<file path="config.mk">
export PLATFORM = sky130hd
export DESIGN_NAME = residual_quantize_reconstruct
export DESIGN_NICKNAME = d
export VERILOG_FILES = /design/src/rtl/rqr_pkg.sv /design/src/rtl/rqr_divider.sv /design/src/rtl/residual_quantize_reconstruct.sv
export SDC_FILE = /design/constraint.sdc
export NUM_CORES = 2
export LEC_CHECK = 0
export ABC_AREA = 1
export BUFFER_PORTS_ARGS = -buffer_cell sky130_fd_sc_hd__buf_2
export CAP_MARGIN = 30
export CORE_MARGIN = 2
export CORE_UTILIZATION = 60
export CTS_CLUSTER_SIZE = 30
export DETAILED_ROUTE_END_ITERATION = 8
export PLACE_DENSITY_LB_ADDON = 0.1
export SETUP_SLACK_MARGIN = 0.02
export SYNTH_ARGS = -nofsm -noshare
export SYNTH_HDL_FRONTEND = slang
export SYNTH_SLANG_ARGS = --single-unit
</file>
<file path="constraint.sdc">
create_clock -name clk -period 8.5 [get_ports clk]
set_clock_uncertainty 0.2 [all_clocks]
set_input_delay 0.85 -clock clk [delete_from_list [all_inputs] [get_ports clk]]
set_output_delay 0.85 -clock clk [all_outputs]
set_load 0.005 [all_outputs]
</file>
<file path="src/rtl/rqr_pkg.sv">
// Shared widths, register indexes and operation codes for the residual quantizer.
package rqr_pkg;

  localparam int SAMPLE_W       = 16;
  localparam int STEP_W         = 16;
  localparam int OFFSET_W       = 17;
  localparam int DEPTH_W        = 5;
  localparam int CFG_INDEX_W    = 2;
  localparam int CFG_DATA_W     = 17;
  localparam int DIVIDEND_W     = 18;
  localparam int BITS_PER_STAGE = 3;
  localparam int DIV_STAGES     = DIVIDEND_W / BITS_PER_STAGE;
  localparam int SUM_W          = 20;
  localparam int PROD_W         = 2 * SAMPLE_W;
  localparam int REC_W          = PROD_W + 3;

  typedef enum logic [CFG_INDEX_W-1:0] {
    REG_QUANT_STEP   = 2'd0,
    REG_QUANT_OFFSET = 2'd1,
    REG_BIT_DEPTH    = 2'd2
  } cfg_reg_t;

  typedef enum logic {
    OP_ENCODE = 1'b0,
    OP_DECODE = 1'b1
  } op_t;

endpackage

</file>
<file path="src/rtl/rqr_divider.sv">
// Pipelined restoring divider, a few quotient bits per stage.
module rqr_divider (
  input  logic                            clk,
  input  logic [rqr_pkg::STEP_W-1:0]     divisor,
  input  logic [rqr_pkg::DIVIDEND_W-1:0] dividend,
  output logic [rqr_pkg::DIVIDEND_W-1:0] quotient
);
  import rqr_pkg::*;

  logic [STEP_W-1:0]     rem_q [DIV_STAGES];
  logic [DIVIDEND_W-1:0] num_q [DIV_STAGES];
  logic [DIVIDEND_W-1:0] quo_q [DIV_STAGES];

  for (genvar s = 0; s < DIV_STAGES; s++) begin : g_stage
    logic [STEP_W-1:0]     rem_in;
    logic [DIVIDEND_W-1:0] num_in;
    logic [DIVIDEND_W-1:0] quo_in;
    logic [STEP_W-1:0]     rem_next;
    logic [DIVIDEND_W-1:0] num_next;
    logic [DIVIDEND_W-1:0] quo_next;
    logic [STEP_W:0]       trial;

    if (s == 0) begin : g_first
      assign rem_in = '0;
      assign num_in = dividend;
      assign quo_in = '0;
    end else begin : g_rest
      assign rem_in = rem_q[s-1];
      assign num_in = num_q[s-1];
      assign quo_in = quo_q[s-1];
    end

    always_comb begin
      rem_next = rem_in;
      num_next = num_in;
      quo_next = quo_in;
      trial    = '0;
      for (int i = 0; i < BITS_PER_STAGE; i++) begin
        trial    = {rem_next, num_next[DIVIDEND_W-1]};
        num_next = {num_next[DIVIDEND_W-2:0], 1'b0};
        if (trial >= {1'b0, divisor}) begin
          rem_next = STEP_W'(trial - {1'b0, divisor});
          quo_next = {quo_next[DIVIDEND_W-2:0], 1'b1};
        end else begin
          rem_next = trial[STEP_W-1:0];
          quo_next = {quo_next[DIVIDEND_W-2:0], 1'b0};
        end
      end
    end

    always_ff @(posedge clk) begin
      rem_q[s] <= rem_next;
      num_q[s] <= num_next;
      quo_q[s] <= quo_next;
    end
  end

  assign quotient = quo_q[DIV_STAGES-1];

endmodule

</file>
<file path="src/rtl/residual_quantize_reconstruct.sv">
// Residual quantizer and reconstructor, top level.
// A request accepted by the input stage passes through stage s1, the divider stages, the
// select stage and the dequantize stage to the output registers; done is high for one cycle.
// Throughput: one request per cycle; busy is tied low and the 6-stage divider is fully pipelined.
// Reset: rst (synchronous) clears all valid bits and loads step 1, offset 0, depth 16.
// The receiver cannot stall; results are never held.
module residual_quantize_reconstruct #(
  parameter int SAMPLE_BITS = 16
) (
  input  logic                             clk,
  input  logic                             rst,
  input  logic                             start,
  output logic                             busy,
  input  logic                             cfg_write,
  input  logic [rqr_pkg::CFG_INDEX_W-1:0]  cfg_index,
  input  logic [rqr_pkg::CFG_DATA_W-1:0]   cfg_data,
  input  logic                             operation,
  input  logic [rqr_pkg::SAMPLE_W-1:0]     original_sample,
  input  logic [rqr_pkg::SAMPLE_W-1:0]     prediction_sample,
  input  logic [rqr_pkg::SAMPLE_W-1:0]     quantized_in,
  input  logic                             last_sample,
  output logic                             done,
  output logic [rqr_pkg::SAMPLE_W-1:0]     quantized_out,
  output logic [rqr_pkg::SAMPLE_W-1:0]     reconstructed_sample,
  output logic                             last_out
);
  import rqr_pkg::*;

  logic [STEP_W-1:0]   quant_step;
  logic [OFFSET_W-1:0] quant_offset;
  logic [DEPTH_W-1:0]  bit_depth;

  logic [STEP_W-1:0]   step_eff;
  logic [DEPTH_W-1:0]  depth_eff;
  logic [SAMPLE_W-1:0] sample_max;

  assign busy = 1'b0;

  always_ff @(posedge clk) begin
    if (rst) begin
      quant_step   <= STEP_W'(1);
      quant_offset <= '0;
      bit_depth    <= DEPTH_W'(16);
    end else if (cfg_write) begin
      case (cfg_reg_t'(cfg_index))
        REG_QUANT_STEP:   quant_step   <= cfg_data[STEP_W-1:0];
        REG_QUANT_OFFSET: quant_offset <= cfg_data[OFFSET_W-1:0];
        REG_BIT_DEPTH:    bit_depth    <= cfg_data[DEPTH_W-1:0];
        default: ;
      endcase
    end
  end

  always_comb begin
    step_eff = (quant_step == '0) ? STEP_W'(1) : quant_step;
    if (bit_depth == '0) begin
      depth_eff = DEPTH_W'(1);
    end else if (bit_depth > DEPTH_W'(SAMPLE_BITS)) begin
      depth_eff = DEPTH_W'(SAMPLE_BITS);
    end else begin
      depth_eff = bit_depth;
    end
    sample_max = SAMPLE_W'((17'(1) << depth_eff) - 17'(1));
  end

  // input stage
  logic                s0_valid;
  logic                s0_op;
  logic [SAMPLE_W-1:0] s0_orig;
  logic [SAMPLE_W-1:0] s0_pred;
  logic [SAMPLE_W-1:0] s0_qin;
  logic                s0_last;

  always_ff @(posedge clk) begin
    if (rst) begin
      s0_valid <= 1'b0;
    end else begin
      s0_valid <= start && !busy;
    end
    s0_op   <= operation;
    s0_orig <= original_sample;
    s0_pred <= prediction_sample;
    s0_qin  <= quantized_in;
    s0_last <= last_sample;
  end

  // offset residual plus half step; negative means quotient clamps to zero
  logic signed [SUM_W-1:0] n_sum;
  logic                    s1_valid;
  logic                    s1_op;
  logic [SAMPLE_W-1:0]     s1_pred;
  logic [SAMPLE_W-1:0]     s1_qin;
  logic                    s1_last;
  logic [DIVIDEND_W-1:0]   s1_dividend;

  assign n_sum = $signed({4'b0, s0_orig}) - $signed({4'b0, s0_pred})
               + $signed({{(SUM_W-OFFSET_W){quant_offset[OFFSET_W-1]}}, quant_offset})
               + $signed({5'b0, step_eff[STEP_W-1:1]});

  always_ff @(posedge clk) begin
    if (rst) begin
      s1_valid <= 1'b0;
    end else begin
      s1_valid <= s0_valid;
    end
    s1_op       <= s0_op;
    s1_pred     <= s0_pred;
    s1_qin      <= s0_qin;
    s1_last     <= s0_last;
    s1_dividend <= n_sum[SUM_W-1] ? '0 : n_sum[DIVIDEND_W-1:0];
  end

  logic [DIVIDEND_W-1:0] quotient;

  rqr_divider u_divider (
    .clk      (clk),
    .divisor  (step_eff),
    .dividend (s1_dividend),
    .quotient (quotient)
  );

  // side data travels alongside the divider stages
  logic                dl_valid [DIV_STAGES];
  logic                dl_op    [DIV_STAGES];
  logic [SAMPLE_W-1:0] dl_pred  [DIV_STAGES];
  logic [SAMPLE_W-1:0] dl_qin   [DIV_STAGES];
  logic                dl_last  [DIV_STAGES];

  always_ff @(posedge clk) begin
    if (rst) begin
      for (int i = 0; i < DIV_STAGES; i++) begin
        dl_valid[i] <= 1'b0;
      end
    end else begin
      dl_valid[0] <= s1_valid;
      for (int i = 1; i < DIV_STAGES; i++) begin
        dl_valid[i] <= dl_valid[i-1];
      end
    end
    dl_op[0]   <= s1_op;
    dl_pred[0] <= s1_pred;
    dl_qin[0]  <= s1_qin;
    dl_last[0] <= s1_last;
    for (int i = 1; i < DIV_STAGES; i++) begin
      dl_op[i]   <= dl_op[i-1];
      dl_pred[i] <= dl_pred[i-1];
      dl_qin[i]  <= dl_qin[i-1];
      dl_last[i] <= dl_last[i-1];
    end
  end

  // quantized value select and clamp
  logic                sq_valid;
  logic [SAMPLE_W-1:0] sq_q;
  logic [SAMPLE_W-1:0] sq_pred;
  logic                sq_last;
  logic [SAMPLE_W-1:0] q_enc;

  assign q_enc = (quotient > {2'b0, sample_max}) ? sample_max : quotient[SAMPLE_W-1:0];

  always_ff @(posedge clk) begin
    if (rst) begin
      sq_valid <= 1'b0;
    end else begin
      sq_valid <= dl_valid[DIV_STAGES-1];
    end
    sq_q    <= (dl_op[DIV_STAGES-1] == OP_DECODE) ? dl_qin[DIV_STAGES-1] : q_enc;
    sq_pred <= dl_pred[DIV_STAGES-1];
    sq_last <= dl_last[DIV_STAGES-1];
  end

  // dequantize
  logic                sm_valid;
  logic [PROD_W-1:0]   sm_prod;
  logic [SAMPLE_W-1:0] sm_q;
  logic [SAMPLE_W-1:0] sm_pred;
  logic                sm_last;

  always_ff @(posedge clk) begin
    if (rst) begin
      sm_valid <= 1'b0;
    end else begin
      sm_valid <= sq_valid;
    end
    sm_prod <= PROD_W'(sq_q) * PROD_W'(step_eff);
    sm_q    <= sq_q;
    sm_pred <= sq_pred;
    sm_last <= sq_last;
  end

  // reconstruction and output clip
  logic signed [REC_W-1:0] rec_sum;
  logic [SAMPLE_W-1:0]     rec_clip;

  assign rec_sum = $signed({3'b0, sm_prod}) + $signed({{(REC_W-SAMPLE_W){1'b0}}, sm_pred})
                 - $signed({{(REC_W-OFFSET_W){quant_offset[OFFSET_W-1]}}, quant_offset});

  always_comb begin
    if (rec_sum[REC_W-1]) begin
      rec_clip = '0;
    end else if (rec_sum > $signed({{(REC_W-SAMPLE_W){1'b0}}, sample_max})) begin
      rec_clip = sample_max;
    end else begin
      rec_clip = rec_sum[SAMPLE_W-1:0];
    end
  end

  always_ff @(posedge clk) begin
    if (rst) begin
      done <= 1'b0;
    end else begin
      done <= sm_valid;
    end
    quantized_out        <= sm_q;
    reconstructed_sample <= rec_clip;
    last_out             <= sm_last;
  end

endmodule

</file>
==> metrics <==
reg2reg start quant_step[13]; synthesis-to-layout area growth 8.957%; Cell Rows 100; DR WL/cell 18.23 um; sequential share of the synthesized area 29.84%; Tcrit/Tclk final 92.36%; Worst-Skew Late Latency 0.65 ns; via-per-instance ratio 5.492; worst min-delay path category in2reg; reg2reg setup slack 0.65 ns; Mapped Area 45220 um2; top cells by area, synth dfxtp_1 (30%), ha_1 (14%), nand2_1 (12%); clock tree buffer depth 3; number of synthesized flops with an enable pin 0; actual slew at the worst max-slew pin 1.059 ns; initial core utilization 60.64%; Hold Vio Cnt, Final 0; setup ws final 0.6497 ns; Largest stage delay, worst path 0.43 ns; Gate Count Post-Synth 5823; post-route non-filler standard cell count 6947; FFs w/ async S/R, synth 0%; RSZ-0062 raised after global routing no; worst r2r dst u_divider.rem_q[2][4]; final setup fails 0; Root Driver clkbuf_16; Avg Inst Size Synth 7.766 um2; GRT Total Usage 32.42%; share of post-route cells with drive strength above 1 6.591%; Slew HR 28.63%; WS Path Type reg2reg; CP Capture Type register; vias in the first global route 36400; Nets 6722; register bit total from synthesis 674; Final Slew Violations 0; starting DRC count in detailed routing 2970; critical path data arrival time 8.23 ns; I/O pins 108; Placed Cells 6820; most frequent CP cell nand2_1; DRT Pass-1 Iters 6; cts bufs inserted 70; Die Ht 278.5 um; GRT overflow 0; H-tree Lvls 3; Vias 38150; worst-path fanout max 23; Worst EP required 8.88 ns; setup total negative slack 0 ns; CTS tree done; most numerous cell in the Yosys netlist nand2_1; hold_buf cts 0; hold endpoint s0_qin[9]; first-pass GRT wire length 197200 um; CP max stage cell ha_1; post-route ant nets 0; cell area after layout 49270 um2; final wirelength 126700 um; Top FF cell, synth dfxtp_1; initial antenna violation count 2; Placed Area 46770 um2; outcome finished, final reports clean; hold_sp quantized_in[9]; fmax 127.4 MHz; Yosys top cell area share 29.84%; die area 77580 um2; clock sinks 674; worst slack, placed 0.5059 ns; IO Port Bufs 106; Syn. warnings 0; logic depth of the worst register-to-register path 40; Netlist cell types 66; CTS clk-pin slew, worst paths 0.07 ns; area leader, netlist dfxtp_1; Routability Congestion 0.9712; Max-Cap Viols 0; WHS Path Cells 1; largest net degree at the start of global routing 39; postcts setup bufs 0; Post-synth top cells nand2_1 (1425), inv_1 (866), dfxtp_1 (674), ha_1 (496), a21oi_1 (416); die width 278.5 um; Core Region 74570 um2; min Tclk post-route 7.850 ns; dpl hpwl 100700 um; Critical Path Source Type register; ant diodes 0; DRC violations left 0
==> placed cells by master (no fill, tap or decap), types with 71 or more instances in the layout <==
cell type and count:
o21ai_0 283, nand4_1 71, nand3_1 222, dfxtp_1 673, xnor2_1 117, ha_1 496, buf_2 108, a21oi_1 416
xor2_1 201, nand2_1 1424, inv_1 866, nor2_1 303, fa_1 229
==> worst max-delay path by stage <==
stage	start	to	slack [ns]	cells past startpoint
6_report	quant_step[13]	u_divider.rem_q[2][4]	0.65	40
5_1_grt	quant_step[9]	u_divider.quo_q[5][0]	0.12	43
4_1_cts	quant_step[13]	u_divider.rem_q[2][4]	0.42	37
3_5_place_dp	quant_step[13]	u_divider.rem_q[2][4]	0.51	39
3_3_place_gp	quant_step[13]	u_divider.rem_q[2][9]	0.72	37
2_1_floorplan	quant_step[12]	u_divider.rem_q[4][11]	1.59	45
==> per-stage QoR <==
step	utilization [%]	hold WS, ns
after global placement	62.67	0.1096
final	66.07	0.09988
after floorplan	-	0.1096
after CTS	66.06	0.06456
after global routing	66.07	0.06756
after detailed placement	62.72	0.1121
==> state kept, by name, summed over array words and instances, names as in the netlist, 17 cells and up <==
| register | cells |
|---|---|
| dl_pred | 96 |
| dl_qin | 96 |
| quant_offset | 17 |
| s1_dividend | 18 |
| sm_prod | 32 |
| u_divider.num_q | 45 |
| u_divider.quo_q | 63 |
| u_divider.rem_q | 80 |
==> layout make-up <==
cell class                 instances  area [um2]
sequential                       674       13490
multi-input combinational       4133       27770
fill                            6451       25300
clock buffer                      92        1934
clock inverter                    34       553.0
tap                              969        1212
inverter                         876        3291
timing repair buffer             169        1018
==> logic make-up after synthesis <==
kind of cell / Yosys count / share of synthesized area [%]
flops: 674 / 29.84
simple gates: 2171 / 19.96
buf+inv: 1018 / 8.788
fa+ha+maj: 725 / 23.86
other cells: 2 / 0.01661
compound gates: 915 / 11.38
xor+xnor: 318 / 6.159
==> routing by layer <==
layer | global-route usage, % | part of all wire (%)
met1 | 43.62 | 44
met2 | 52.61 | 45
met3 | 6.095 | 7.9
met4 | 10.77 | 3.5
met5 | 0 | 0.024
==> critical path, delay by kind of cell (launching register included) <==
kind | cells | cell delay [ns]
adders and majority gates | 3 | 1.15
and+or+nand+nor | 22 | 3.17
buffers and inverters | 5 | 0.98
AOI/OAI and AO/OA | 10 | 1.95
DFF | 1 | 0.30
==> timing repair <==
action,CTS,global route
endpoints found under the setup margin,0,22
hold endpoints to repair,0,0
gates resized for setup,0,2
Power is left out: the tool's default activity adds up to more than one toggle a clock period on the data nets, which glitch-free logic cannot reach.
